==> config.mk <==
export PLATFORM = sky130hd
export DESIGN_NAME = woi_ctrl
export DESIGN_NICKNAME = d
export VERILOG_FILES = /design/src/rtl/woi_pkg.sv /design/src/rtl/woi_ctrl.sv
export SDC_FILE = /design/constraint.sdc
export NUM_CORES = 1
export LEC_CHECK = 0
export BUFFER_PORTS_ARGS = -buffer_cell sky130_fd_sc_hd__buf_2
export CAP_MARGIN = 20
export CORE_MARGIN = 2
export CORE_UTILIZATION = 55
export CTS_BUF_LIST = sky130_fd_sc_hd__clkbuf_2 sky130_fd_sc_hd__clkbuf_4 sky130_fd_sc_hd__clkbuf_8
export DETAILED_ROUTE_END_ITERATION = 7
export PLACE_DENSITY = 0.73
export SKIP_CTS_REPAIR_TIMING = 1
export SLEW_MARGIN = 20
export SYNTH_ARGS = -nofsm -noshare
export SYNTH_HDL_FRONTEND = slang
export SYNTH_SLANG_ARGS = --single-unit
==> constraint.sdc <==
create_clock -name clk -period 3.87 [get_ports clk]
set_input_delay 1.161 -clock clk [delete_from_list [all_inputs] [get_ports clk]]
set_output_delay 1.161 -clock clk [all_outputs]
set_load 0.03 [all_outputs]
==> src/rtl/woi_pkg.sv <==
// Shared types, constants and tables for the wheel odometry integrator.
// No dependencies; used by woi_ctrl, woi_dpath, the top level and the bench.
package woi_pkg;

    localparam int CFG_W            = 24;
    localparam int CFG_IDX_W        = 2;
    localparam int IDX_W            = 5;
    localparam int CORDIC_STEPS_DEF = 16;

    localparam logic [CFG_IDX_W-1:0] REG_TPM = 2'd0;
    localparam logic [CFG_IDX_W-1:0] REG_SEP = 2'd1;

    localparam logic [CFG_W-1:0] TPM_RESET = 24'd262236;
    localparam logic [CFG_W-1:0] SEP_RESET = 24'd164000;

    localparam logic [31:0] GAIN_Q30  = 32'd652032874;
    localparam logic [31:0] RAD_TO_BA = 32'd2670177;
    localparam logic [31:0] MEGA      = 32'd1000000;

    typedef enum logic [3:0] {
        OP_NONE       = 4'd0,
        OP_CAPT       = 4'd1,
        OP_LOAD_DIST  = 4'd2,
        OP_LOAD_M     = 4'd3,
        OP_LOAD_THETA = 4'd4,
        OP_MUL_LO     = 4'd5,
        OP_MUL_HI     = 4'd6,
        OP_STEP       = 4'd7,
        OP_CINIT      = 4'd8,
        OP_CORDIC     = 4'd9,
        OP_ACCUM      = 4'd10,
        OP_LOAD_LIN   = 4'd11,
        OP_LOAD_TURN  = 4'd12,
        OP_ZERO_VEL   = 4'd13,
        OP_FINISH     = 4'd14
    } op_t;

    typedef enum logic [2:0] {
        MS_M    = 3'd0,
        MS_STEP = 3'd1,
        MS_GAIN = 3'd2,
        MS_LIN  = 3'd3,
        MS_TURN = 3'd4
    } mul_src_t;

    typedef enum logic [1:0] {
        DV_DIST  = 2'd0,
        DV_M     = 2'd1,
        DV_THETA = 2'd2,
        DV_SPEED = 2'd3
    } div_src_t;

    typedef struct packed {
        op_t              op;
        mul_src_t         msrc;
        div_src_t         dsrc;
        logic             div_start;
        logic [IDX_W-1:0] idx;
    } cmd_t;

    typedef struct packed {
        logic div_done;
        logic time_zero;
        logic out_free;
    } stat_t;

    function automatic logic [31:0] atan_ba(input logic [IDX_W-1:0] i);
        logic [31:0] r;
        case (i)
            5'd0:  r = 32'h20000000;
            5'd1:  r = 32'h12E4051E;
            5'd2:  r = 32'h09FB385B;
            5'd3:  r = 32'h051111D4;
            5'd4:  r = 32'h028B0D43;
            5'd5:  r = 32'h0145D7E1;
            5'd6:  r = 32'h00A2F61E;
            5'd7:  r = 32'h00517C55;
            5'd8:  r = 32'h0028BE53;
            5'd9:  r = 32'h00145F2F;
            5'd10: r = 32'h000A2F98;
            5'd11: r = 32'h000517CC;
            5'd12: r = 32'h00028BE6;
            5'd13: r = 32'h000145F3;
            5'd14: r = 32'h0000A2F9;
            5'd15: r = 32'h0000517D;
            5'd16: r = 32'h000028BE;
            5'd17: r = 32'h0000145F;
            5'd18: r = 32'h00000A30;
            5'd19: r = 32'h00000518;
            5'd20: r = 32'h0000028C;
            5'd21: r = 32'h00000146;
            5'd22: r = 32'h000000A3;
            5'd23: r = 32'h00000051;
            5'd24: r = 32'h00000029;
            5'd25: r = 32'h00000014;
            5'd26: r = 32'h0000000A;
            5'd27: r = 32'h00000005;
            5'd28: r = 32'h00000003;
            5'd29: r = 32'h00000001;
            5'd30: r = 32'h00000001;
            default: r = 32'h00000000;
        endcase
        return r;
    endfunction

    // saturate a sign and magnitude pair to a signed 32-bit word
    function automatic logic [31:0] sat32(input logic neg, input logic [63:0] mag);
        logic [31:0] r;
        if (!neg)
        begin
            r = (mag > 64'h7FFFFFFF) ? 32'h7FFFFFFF : mag[31:0];
        end
        else
        begin
            r = (mag >= 64'h80000000) ? 32'h80000000 : (32'd0 - mag[31:0]);
        end
        return r;
    endfunction

endpackage

==> src/rtl/woi_ctrl.sv <==
// Sequencing state machine for the odometry integrator.
// Depends on woi_pkg; drives woi_dpath through command and status structs.
module woi_ctrl
#(
    parameter int CORDIC_STEPS = woi_pkg::CORDIC_STEPS_DEF
)
(
    input  logic           clk,
    input  logic           rst_n,
    input  logic           in_valid,
    output logic           in_stall,
    input  woi_pkg::stat_t stat,
    output woi_pkg::cmd_t  cmd
);

    typedef enum logic [21:0] {
        S_IDLE    = 22'd1 << 0,
        S_DIVD    = 22'd1 << 1,
        S_DIVM    = 22'd1 << 2,
        S_MULM_LO = 22'd1 << 3,
        S_MULM_HI = 22'd1 << 4,
        S_DIVT    = 22'd1 << 5,
        S_MULS_LO = 22'd1 << 6,
        S_MULS_HI = 22'd1 << 7,
        S_STEP    = 22'd1 << 8,
        S_MULG_LO = 22'd1 << 9,
        S_MULG_HI = 22'd1 << 10,
        S_CINIT   = 22'd1 << 11,
        S_CORD    = 22'd1 << 12,
        S_ACCUM   = 22'd1 << 13,
        S_ZVEL    = 22'd1 << 14,
        S_MULL_LO = 22'd1 << 15,
        S_MULL_HI = 22'd1 << 16,
        S_DIVL    = 22'd1 << 17,
        S_MULR_LO = 22'd1 << 18,
        S_MULR_HI = 22'd1 << 19,
        S_DIVR    = 22'd1 << 20,
        S_FIN     = 22'd1 << 21
    } state_t;

    localparam logic [woi_pkg::IDX_W-1:0] LAST_IDX = woi_pkg::IDX_W'(CORDIC_STEPS - 1);

    state_t                      state_reg, state_next;
    logic [woi_pkg::IDX_W-1:0]   cnt_reg, cnt_next;
    logic                        div_run_reg, div_run_next;

    always_comb
    begin
        state_next    = state_reg;
        cnt_next      = cnt_reg;
        div_run_next  = div_run_reg;
        cmd.op        = woi_pkg::OP_NONE;
        cmd.msrc      = woi_pkg::MS_M;
        cmd.dsrc      = woi_pkg::DV_DIST;
        cmd.div_start = 1'b0;
        cmd.idx       = cnt_reg;

        unique case (state_reg)
            S_IDLE:
            begin
                if (in_valid)
                begin
                    cmd.op     = woi_pkg::OP_CAPT;
                    state_next = S_DIVD;
                end
            end
            S_DIVD, S_DIVM, S_DIVT, S_DIVL, S_DIVR:
            begin
                case (state_reg)
                    S_DIVD:  cmd.dsrc = woi_pkg::DV_DIST;
                    S_DIVM:  cmd.dsrc = woi_pkg::DV_M;
                    S_DIVT:  cmd.dsrc = woi_pkg::DV_THETA;
                    default: cmd.dsrc = woi_pkg::DV_SPEED;
                endcase
                if (!div_run_reg)
                begin
                    cmd.div_start = 1'b1;
                    div_run_next  = 1'b1;
                end
                else if (stat.div_done)
                begin
                    div_run_next = 1'b0;
                    case (state_reg)
                        S_DIVD:
                        begin
                            cmd.op     = woi_pkg::OP_LOAD_DIST;
                            state_next = S_DIVM;
                        end
                        S_DIVM:
                        begin
                            cmd.op     = woi_pkg::OP_LOAD_M;
                            state_next = S_MULM_LO;
                        end
                        S_DIVT:
                        begin
                            cmd.op     = woi_pkg::OP_LOAD_THETA;
                            state_next = S_MULS_LO;
                        end
                        S_DIVL:
                        begin
                            cmd.op     = woi_pkg::OP_LOAD_LIN;
                            state_next = S_MULR_LO;
                        end
                        default:
                        begin
                            cmd.op     = woi_pkg::OP_LOAD_TURN;
                            state_next = S_FIN;
                        end
                    endcase
                end
            end
            S_MULM_LO:
            begin
                cmd.op     = woi_pkg::OP_MUL_LO;
                cmd.msrc   = woi_pkg::MS_M;
                state_next = S_MULM_HI;
            end
            S_MULM_HI:
            begin
                cmd.op     = woi_pkg::OP_MUL_HI;
                cmd.msrc   = woi_pkg::MS_M;
                state_next = S_DIVT;
            end
            S_MULS_LO:
            begin
                cmd.op     = woi_pkg::OP_MUL_LO;
                cmd.msrc   = woi_pkg::MS_STEP;
                state_next = S_MULS_HI;
            end
            S_MULS_HI:
            begin
                cmd.op     = woi_pkg::OP_MUL_HI;
                cmd.msrc   = woi_pkg::MS_STEP;
                state_next = S_STEP;
            end
            S_STEP:
            begin
                cmd.op     = woi_pkg::OP_STEP;
                state_next = S_MULG_LO;
            end
            S_MULG_LO:
            begin
                cmd.op     = woi_pkg::OP_MUL_LO;
                cmd.msrc   = woi_pkg::MS_GAIN;
                state_next = S_MULG_HI;
            end
            S_MULG_HI:
            begin
                cmd.op     = woi_pkg::OP_MUL_HI;
                cmd.msrc   = woi_pkg::MS_GAIN;
                state_next = S_CINIT;
            end
            S_CINIT:
            begin
                cmd.op     = woi_pkg::OP_CINIT;
                cnt_next   = '0;
                state_next = S_CORD;
            end
            S_CORD:
            begin
                cmd.op = woi_pkg::OP_CORDIC;
                if (cnt_reg == LAST_IDX)
                begin
                    state_next = S_ACCUM;
                end
                else
                begin
                    cnt_next = cnt_reg + 1'b1;
                end
            end
            S_ACCUM:
            begin
                cmd.op     = woi_pkg::OP_ACCUM;
                state_next = stat.time_zero ? S_ZVEL : S_MULL_LO;
            end
            S_ZVEL:
            begin
                cmd.op     = woi_pkg::OP_ZERO_VEL;
                state_next = S_FIN;
            end
            S_MULL_LO:
            begin
                cmd.op     = woi_pkg::OP_MUL_LO;
                cmd.msrc   = woi_pkg::MS_LIN;
                state_next = S_MULL_HI;
            end
            S_MULL_HI:
            begin
                cmd.op     = woi_pkg::OP_MUL_HI;
                cmd.msrc   = woi_pkg::MS_LIN;
                state_next = S_DIVL;
            end
            S_MULR_LO:
            begin
                cmd.op     = woi_pkg::OP_MUL_LO;
                cmd.msrc   = woi_pkg::MS_TURN;
                state_next = S_MULR_HI;
            end
            S_MULR_HI:
            begin
                cmd.op     = woi_pkg::OP_MUL_HI;
                cmd.msrc   = woi_pkg::MS_TURN;
                state_next = S_DIVR;
            end
            S_FIN:
            begin
                if (stat.out_free)
                begin
                    cmd.op     = woi_pkg::OP_FINISH;
                    state_next = S_IDLE;
                end
            end
            default:
            begin
                state_next   = S_IDLE;
                div_run_next = 1'b0;
            end
        endcase
    end

    always_ff @(posedge clk or negedge rst_n)
    begin
        if (!rst_n)
        begin
            state_reg   <= S_IDLE;
            cnt_reg     <= '0;
            div_run_reg <= 1'b0;
        end
        else
        begin
            state_reg   <= state_next;
            cnt_reg     <= cnt_next;
            div_run_reg <= div_run_next;
        end
    end

    assign in_stall = (state_reg != S_IDLE);

endmodule

==> reports/qor.csv, run 1 <==
stage;metric;value;unit
worst_setup_path;maximum fanout along the worst path;8;
global_route;initial antenna violation count;0;
yosys;mapped cell area;1833;sq um
yosys;FF+latch count, synth;28;
global_route;vias in the first global route;1584;
yosys;Avg Inst Size Synth;8.942;sq um
clock_tree;clock slew at reported path FFs;0.16;ns
yosys;multiplexer area fraction after synthesis;1.433;%
timing;RSZ-0062 raised after global routing;true;
pwr;Leak;0.9947;nW
routing;DR vias;1794;
timing;Clock Skew;0.01775;ns
yosys;largest family of logic cells by synthesized area;simple AND/OR/NAND/NOR gates;
layout;Area Growth Syn to Fin;16.25;%
global_route;largest net degree at the start of global routing;29;
clock_tree;Num CTS Buffers;3;
worst_setup_path;Worst EP required;2.71;ns
layout;Final #Nets;244;
worst_setup_path;crit path capture type;primary output;
place;placed cell areas;2043;sq um
clock_tree;clk buf depth;2;
routing;wire per inst;17.23;um
worst_setup_path;CP startpoint kind;flip-flop;
layout;Filler cells;272;
outcome;status;completed;
pwr;Max VDD drop;209.4;uV
routing;drt total wl;4806;um
yosys;Top FF cell, synth;dfrtp_1;
pwr;Clock Power Share;15.4;%
pwr;combinational share of power;49.2;%
yosys;Seq/Total Area, Yosys;38.29;%
clock_tree;CTS Sinks;28;
layout;fin area;2131;sq um
die;Die Width;61.73;um
layout;layout cells sized above 1;27.23;%
yosys;number of synthesized flops with an enable pin;0;
pwr;Internal;0.5580;mW
layout;commonest non-fill, non-tap cells in the layout;24 x dfrtp_1, 21 x nor2_1, 21 x nand2_1;
global_route;global-route wire length before repair;7583;um
worst_setup_path;critical path arrival;2.69;ns
pwr;total power;0.9789;mW
yosys;post-synthesis cell type count;55;
timing;Final Hold Viols;0;
routing;Routed Antenna Nets;0;
layout;Largest register FFs;22;
pwr;Power Dens Cells;459.4;nW/um^2
routing;DR vias/cell;6.430;
die;row cnt;20;
global_route;total track usage;27.29;%
flow_run;Max-cap violations;0;
pwr;Sw Ratio;43.00;%
layout;# diodes;0;
clock_tree;CTS tree;done;
min_path;Worst Hold Class;reg -> reg;
clock_tree;Root Driver;clkbuf_4;
die;io pins;22;
timing;# setup viols final;0;
timing;Achievable Freq;259.5;MHz
timing;fin. max-slew vios;0;
clock_tree;Clk Latency, worst-skew pair;0.35;ns
die;core area;3103;sq um
place;HPWL after DPL;3618;um
routing;DRT iter0 DRCs;201;
die;Die Height;61.73;um
timing;Worst-Margin Slew;0.6197;ns
yosys;Synth Warn #;0;
place;GP Congestion;0.8680;
yosys;Async S/R FF share, synth;100.0;%
yosys;Cells after Synth;205;
yosys;simple-gate share of the synthesized area;39.45;%
layout;Multi-input gate area;1114;sq um
routing;Post-route DRC;0;
global_route;gr ovfl total;0;
timing;slew margin rel.;58.68;%
die;Initial Util;59.07;%
clock_tree;H-tree Lvls;1;
yosys;Compound-Gate Fraction of Synth Area;12.22;%
die;full die area;3811;sq um
timing;Final Critical Period;3.853;ns
yosys;adder and majority gate portion of the synthesized area;1.365;%
layout;commonest non-fill, non-tap cell in the layout;dfrtp_1;
pwr;sequential power share;35.4;%
layout;FF+latch area;705.7;sq um
worst_setup_path;Crit Path Class;reg -> out;
yosys;xor and xnor fraction of the mapped netlist area;3.823;%
timing;period utilization;99.57;%
routing;first-pass iteration count of the detailed router;5;
place;IO buf count;21;
yosys;Syn Nets;213;
pwr;P_sw;0.4209;mW
-- critical path: stages (launching register included) --
cell and delay (ns):
dfrtp_2 0.50, or4_4 0.57, or4_1 0.52, a211oi_2 0.25, nor2_2 0.12, nor3_1 0.19
buf_4 0.19
-- worst paths after layout --
kind | slack (ns) | depth (start not counted) | end | start
setup / recovery | 0.02 | 6 | cmd[6] | state_reg[5]
hold / removal | 0.54 | 2 | cnt_reg[4] | cnt_reg[4]
setup reg to reg | 1.15 | 6 | state_reg[2] | state_reg[5]
hold reg to reg | 0.54 | 2 | cnt_reg[4] | cnt_reg[4]
max in group asynchronous | 2.64 | 1 | state_reg[6] | rst_n
min in group asynchronous | 0.79 | 1 | state_reg[10] | rst_n
-- cell type report --
class,count,area share (%)
multi-input combinational,163,52.26
sequential,28,33.12
timing repair buffer,32,8.925
tap,44,2.584
clock buffer,4,1.703
inverter,8,1.409
-- through the flow --
stage	setup slack, ns	hold WS (ns)	instances	setup TNS [ns]	util [%]
2_1_floorplan	0.1451	0.4925	205	0	-
3_3_place_gp	0.4298	0.5110	275	0	65.85
3_5_place_dp	0.3847	0.5219	275	0	65.85
4_1_cts	-0.02700	0.5535	279	-0.02700	67.02
5_1_grt	-0.09171	0.5901	279	-0.1225	68.67
6_report	0.01682	0.5438	279	0	68.67
-- cells in the mapped netlist, drive strengths merged, types with 3 or more instances --
master / number / area (sq um)
nand2b: 3 / 18.77
nand4: 4 / 25.02
nor3: 18 / 95.09
xnor2: 5 / 43.79
inv: 8 / 30.03
buf: 3 / 21.27
a21o: 3 / 22.52
clkbuf: 3 / 11.26
and3: 4 / 25.02
dfrtp: 27 / 675.7
nand3b: 5 / 37.54
nand2: 21 / 78.83
nor2: 22 / 85.09
or4: 3 / 26.27
xor2: 3 / 26.28
nor4: 8 / 75.07
nor4b: 7 / 61.31
o21ai: 9 / 45.04
and2: 3 / 18.77
nand4b: 4 / 35.03
nand3: 9 / 45.04
-- cells by family after synthesis --
kind of cell,after synthesis
buf+inv,14
simple gates,122
xor+xnor,8
mux,2
fa+ha+maj,2
flops,28
compound gates,29
-- routing by layer --
metal  routed length, um  GRT usage [%]
met3                 398          6.418
met5                   0              0
met2                2279          43.91
met4                  90          7.295
met1                2038          37.20
-- power by group through the flow --
stage	clock (mW)	sequential (mW)	combinational (mW)
2_1_floorplan	0	0.345	0.318
3_3_place_gp	0	0.351	0.455
3_5_place_dp	0	0.352	0.462
4_1_cts	0.152	0.346	0.464
5_1_grt	0.164	0.352	0.517
6_report	0.150	0.347	0.482
(Power assumes the default switching activity.)
==> run 2, diff against run 1 <==
--- a/config.mk
+++ b/config.mk
@@ -7,13 +7,15 @@
 export LEC_CHECK = 0
 export BUFFER_PORTS_ARGS = -buffer_cell sky130_fd_sc_hd__buf_2
 export CAP_MARGIN = 20
-export CORE_MARGIN = 2
+export CORE_MARGIN = 10
 export CORE_UTILIZATION = 55
 export CTS_BUF_LIST = sky130_fd_sc_hd__clkbuf_2 sky130_fd_sc_hd__clkbuf_4 sky130_fd_sc_hd__clkbuf_8
 export DETAILED_ROUTE_END_ITERATION = 7
 export PLACE_DENSITY = 0.73
+export RECOVER_POWER = 25
 export SKIP_CTS_REPAIR_TIMING = 1
 export SLEW_MARGIN = 20
 export SYNTH_ARGS = -nofsm -noshare
 export SYNTH_HDL_FRONTEND = slang
 export SYNTH_SLANG_ARGS = --single-unit
+export TNS_END_PERCENT = 30
==> run 2 against run 1 <==
Highest routed layer unchanged. Combinational power rose by 2%. Sequential power about the same. Clock skew is 0.014 ns lower. Clock power is 33% higher. Final cell count did not move. Utilization up 1.9 points. The flow now finishes with violations (capacitance limit). Setup slack gained 0.063 ns. Power rose by 6.6%. Maximum frequency up 1.7%.
==> reports/qor.csv, run 2 (synthesis gave the netlist of run 1 again) <==
stage;metric;value;unit;change
layout;fin cells;279;;unchanged
worst_setup_path;family with the most delay on the worst path;simple AND/OR/NAND/NOR gates;;
worst_setup_path;Buf/Inv on CP;1;;unchanged
clock_tree;CTS tree;done;;
layout;Area Growth Syn to Fin;20.41;%;
layout;commonest non-fill, non-tap cell in the layout;dfrtp_1;;
clock_tree;CTS Sinks;28;;unchanged
layout;Post-Route Utilization;70.56;%;+1.9 points
layout;fin area;2207;sq um;+3.6%
place;placed cell areas;2028;sq um;-0.73%
die;Die Width;77.73;um;+26%
die;io pins;22;;unchanged
min_path;min-delay src;cnt_reg[2];;
worst_setup_path;CP max stage delay;0.55;ns;-0.02 ns
die;Initial Util;58.60;%;-0.47 points
global_route;total track usage;15.79;%;-12 points
clock_tree;Clk Latency, worst-skew pair;0.35;ns;about the same
timing;Achievable Freq;263.8;MHz;+1.7%
worst_setup_path;Slowest cell on crit path;or4_4;;
routing;wire per inst;17.72;um;+2.9%
outcome;failing checks;capacitance limit;;
place;IO buf count;21;;unchanged
worst_setup_path;maximum fanout along the worst path;7;;-1
routing;DR vias;1784;;-0.56%
global_route;global-route wire length before repair;7914;um;+4.4%
timing;Final Critical Period;3.790;ns;-0.06288 ns
timing;setup TNS;0;ns;unchanged
die;full die area;6042;sq um;+59%
timing;Clock Skew;0.003907;ns;-0.01384 ns
place;GP Congestion;0.9491;;+9.3%
min_path;Worst Hold Class;reg -> reg;;
timing;fin. max-slew vios;0;;unchanged
layout;# diodes;0;;unchanged
routing;first-pass iteration count of the detailed router;5;;unchanged
global_route;vias in the first global route;1637;;+3.3%
place;pre-CTS setup slack;0.3081;ns;-0.07658 ns
clock_tree;clk buf depth;2;;unchanged
pwr;Max VDD drop;432.0;uV;+110%
clock_tree;Root Driver;clkbuf_4;;
flow_run;Max-cap violations;1;;+1
worst_setup_path;Crit Path Class;reg -> out;;
worst_setup_path;Setup crit start;state_reg[5];;
routing;DR vias/cell;6.394;;-0.56%
pwr;total power;1.043;mW;+6.6%
layout;Final #Nets;244;;unchanged
clock_tree;Num CTS Buffers;3;;unchanged
routing;drt total wl;4943;um;+2.9%
worst_setup_path;CP startpoint kind;flip-flop;;
routing;Routed Antenna Nets;0;;unchanged
timing;slew margin rel.;0.5277;%;-58 points
pwr;Leak;1.026;nW;+3.1%
outcome;status;finished, violations left;;
worst_setup_path;r2r startpoint;state_reg[5];;
worst_setup_path;crit path capture type;primary output;;
clock_tree;H-tree Lvls;1;;unchanged
routing;Post-route DRC;0;;unchanged
timing;RSZ-0062 raised after global routing;true;;
die;Die Height;77.73;um;+26%
worst_setup_path;Worst EP required;2.71;ns;about the same
timing;Hold Slack;0.5354;ns;-0.008361 ns
global_route;largest net degree at the start of global routing;29;;unchanged
layout;layout cells sized above 1;28.51;%;+1.3 points
layout;Largest register FFs;22;;unchanged
place;Placed Instances;273;;-0.73%
global_route;gr ovfl total;0;;unchanged
clock_tree;clock slew at reported path FFs;0.16;ns;about the same
place;HPWL after DPL;3704;um;+2.4%
worst_setup_path;critical path arrival;2.63;ns;-0.06 ns
die;row cnt;20;;unchanged
timing;Worst-Margin Slew;1.492;ns;+0.8723 ns
die;core area;3128;sq um;+0.81%
routing;DRT iter0 DRCs;200;;-0.50%
layout;commonest non-fill, non-tap cells in the layout;23 x dfrtp_1, 21 x nor2_1, 21 x nand2_1;;
timing;period utilization;97.94;%;-1.6 points
worst_setup_path;Critical Path, Cell by Cell;or4_4 > or4_1 > a211oi_2 > nor2_2 > nor3_2 > buf_4;;
pwr;Power Dens Cells;472.6;nW/um^2;+2.9%
timing;Final Hold Viols;0;;unchanged
timing;# setup viols final;0;;unchanged
global_route;initial antenna violation count;0;;unchanged
timing;Worst Slack Setup Final;0.07970;ns;+0.06288 ns
-- run 2: worst paths after layout --
path                                endpoint  cells after the start  slack (ns)
worst max register to register  state_reg[2]                      6        1.15
worst min-delay path              cnt_reg[2]                      1        0.54
worst max-delay path                  cmd[6]                      6        0.08
worst min register to register    cnt_reg[2]                      1        0.54
min in group asynchronous       state_reg[5]                      1        1.14
max in group asynchronous       state_reg[4]                      1        1.77
-- run 2: power breakdown --
part	total (mW)	switching, mW	leakage (nW)	internal (mW)
logic	0.494	0.305	0.618	0.190
clock network	0.199	0.0944	0.0279	0.105
registers	0.350	0.0326	0.379	0.317
-- run 2: cell type report --
cell class	instances	area (sq um)
fillers	246	920.9
flip-flops and latches	28	706.9
inverters	8	30.03
well taps	44	55.05
multi-input cells	163	1171
clock buffers	3	22.52
repair buffers	32	191.4
clock inverters	1	30.03
-- run 2: layer usage --
| layer | global-route usage (%) | share of wire, % |
|---|---|---|
| met1 | 21.60 | 45 |
| met2 | 24.13 | 45 |
| met3 | 2.304 | 7.9 |
| met4 | 6.569 | 2.5 |
| met5 | 0 | 0 |
==> run 3, diff against run 2 <==
==> constraint.sdc (replaced) <==
create_clock -name clk -period 3.87 [get_ports clk]
set_input_delay 0.387 -clock clk [delete_from_list [all_inputs] [get_ports clk]]
set_output_delay 0.387 -clock clk [all_outputs]
set_load 0.03 [all_outputs]
==> run 3 against run 2 <==
The flow finishes with violations (capacitance limit, slew limit). Register-to-register slack got worse by 0.18 ns. Count of clock-buffer cells in the layout did not move. Die area did not move. Flip-flop and latch count did not move. Hold slack got worse by 0.35 ns. Utilization fell by 6.2 points. First-iteration DRC count rose by 4.0%. Setup slack improved by 0.38 ns. Maximum frequency rose by 11%. Cell area fell by 8.8%. Power fell by 7.6%. Critical endpoint is now cmd[12].
==> reports/qor.csv, run 3 (synthesis gave the netlist of run 1 again) <==
stage;metric;value;unit;change
outcome;failing checks;capacitance limit, slew limit;;
min_path;worst hold stages;2;;+1
timing;period utilization;88.01;%;-9.9 points
timing;RSZ-0062 raised after global routing;false;;
die;full die area;6042;sq um;unchanged
global_route;largest net degree at the start of global routing;29;;unchanged
layout;Final #Nets;233;;-4.5%
timing;Final Hold Viols;0;;unchanged
worst_setup_path;CP startpoint kind;flip-flop;;
routing;first-pass iteration count of the detailed router;6;;+1
worst_setup_path;critical path arrival;3.02;ns;+0.39 ns
timing;Clock Skew;0.001987;ns;-0.001920 ns
layout;# diodes;0;;unchanged
clock_tree;CTS Sinks;28;;unchanged
worst_setup_path;Worst EP required;3.48;ns;+0.77 ns
global_route;global-route wire length before repair;8045;um;+1.7%
worst_setup_path;Crit Path Class;reg -> out;;
place;IO buf count;21;;unchanged
pwr;Power Dens Cells;479.2;nW/um^2;+1.4%
worst_setup_path;maximum fanout along the worst path;6;;-1
min_path;min-delay src;stat[1];;
routing;Post-route DRC;0;;unchanged
clock_tree;Num CTS Buffers;3;;unchanged
clock_tree;clock slew at reported path FFs;0.16;ns;about the same
global_route;total track usage;15.99;%;+0.21 points
pwr;sequential power share;36.3;%;+2.8 points
timing;slew margin rel.;-3.882;%;-4.4 points
pwr;P_sw;0.3999;mW;-7.3%
global_route;gr ovfl total;0;;unchanged
timing;Achievable Freq;293.6;MHz;+11%
layout;layout cells sized above 1;18.30;%;-10 points
worst_setup_path;worst reg2reg path depth;6;;unchanged
worst_setup_path;reg2reg end;state_reg[2];;
routing;DRT iter0 DRCs;208;;+4.0%
die;row cnt;20;;unchanged
layout;commonest non-fill, non-tap cells in the layout;27 x dfrtp_1, 21 x nor2_1, 21 x nand2_1;;
routing;wire per inst;17.95;um;+1.3%
clock_tree;clk buf depth;2;;unchanged
layout;Area Growth Syn to Fin;9.761;%;
outcome;status;finished, violations left;;
die;core area;3128;sq um;unchanged
clock_tree;CTS tree;done;;
die;io pins;22;;unchanged
pwr;Max VDD drop;310.3;uV;-28%
clock_tree;Clk Latency, worst-skew pair;0.35;ns;about the same
timing;Hold Slack;0.1836;ns;-0.3518 ns
die;Die Width;77.73;um;unchanged
die;Initial Util;58.60;%;unchanged
place;GP Congestion;0.9680;;+2.0%
timing;fin. max-slew vios;29;;+29
timing;setup TNS;0;ns;unchanged
place;HPWL after DPL;3645;um;-1.6%
layout;Largest register FFs;22;;unchanged
pwr;Clock Power Share;20.7;%;+1.6 points
global_route;vias in the first global route;1627;;-0.61%
clock_tree;H-tree Lvls;1;;unchanged
global_route;initial antenna violation count;0;;unchanged
timing;# setup viols final;0;;unchanged
timing;Worst-Margin Slew;1.558;ns;+0.06615 ns
routing;Routed Antenna Nets;0;;unchanged
pwr;Leak;0.9422;nW;-8.1%
routing;DR vias/cell;6.459;;+1.0%
min_path;WHS Endpoint;state_reg[15];;
layout;commonest non-fill, non-tap cell in the layout;dfrtp_1;;
min_path;Worst Hold Class;in -> reg;;
timing;Final Critical Period;3.406;ns;-0.3842 ns
worst_setup_path;r2r startpoint;state_reg[12];;
pwr;combinational share of power;43.0;%;-4.4 points
pwr;Sw Ratio;41.48;%;+0.11 points
worst_setup_path;crit path capture type;primary output;;
flow_run;Max-cap violations;1;;unchanged
die;Die Height;77.73;um;unchanged
worst_setup_path;R2R Setup Slk;0.97;ns;-0.18 ns
clock_tree;Root Driver;clkbuf_4;;
pwr;Internal;0.5641;mW;-7.8%
routing;drt total wl;4811;um;-2.7%
routing;DR vias;1731;;-3.0%
-- run 3: cell count changes in the layout (fill, tap and decap cells not counted), sizes merged --
cell,change
clkbuf,-1
buf,-10
-- run 3: per-stage QoR --
step | total power, mW | setup WS [ns] | area [sq um] | util [%] | cells
after floorplan | 0.6625 | 0.9191 | 1833 | - | 205
after global placement | 0.7621 | 0.9014 | 1961 | 62.68 | 264
after detailed placement | 0.7648 | 0.9294 | 1961 | 62.68 | 264
after CTS | 0.9628 | 0.5170 | 2013 | 64.36 | 268
after global routing | 1.022 | 0.1787 | 2012 | 64.32 | 268
final | 0.9641 | 0.4639 | 2012 | 64.32 | 268
-- run 3: worst max-delay path: stages, from the launching register on --
cell	delay, ns
dfrtp_1	0.46
nor4_1	0.69
nand2_1	0.33
nor3_1	0.55
a211o_1	0.21
a211oi_1	0.10
nand4bb_1	0.13
buf_2	0.21
-- run 3: how the worst max path moves through the flow --
stage                        startpoint       to  slack (ns)
final                     state_reg[12]  cmd[12]        0.46
after CTS                 state_reg[12]  cmd[12]        0.52
after global routing      state_reg[17]  cmd[11]        0.18
after floorplan            state_reg[5]   cmd[6]        0.92
after global placement    state_reg[12]  cmd[12]        0.90
after detailed placement  state_reg[17]  cmd[11]        0.93
-- run 3: area by class of cell --
type,count,area (sq um)
timing repair buffer,21,103.9
fill,262,1116
multi-input combinational,163,1069
inverter,8,30.03
tap,44,55.05
clock inverter,1,30.03
sequential,28,701.9
clock buffer,3,22.52
-- run 3: power by group through the flow --
stage / sequential [mW] / clock, mW / combinational, mW
final: 0.350 / 0.199 / 0.414
after global placement: 0.350 / 0 / 0.412
after floorplan: 0.345 / 0 / 0.318
after detailed placement: 0.355 / 0 / 0.410
after global routing: 0.354 / 0.217 / 0.451
after CTS: 0.349 / 0.199 / 0.415
-- run 3: layer usage --
layer | part of all wire (%) | global-route usage [%] | up-vias | routed length [um]
li1 | - | - | 804 | -
met1 | 44 | 20.96 | 823 | 2121
met2 | 45 | 24.21 | 93 | 2152
met3 | 8.9 | 4.032 | 11 | 426
met4 | 2.3 | 6.934 | 0 | 110
met5 | 0 | 0 | - | 0
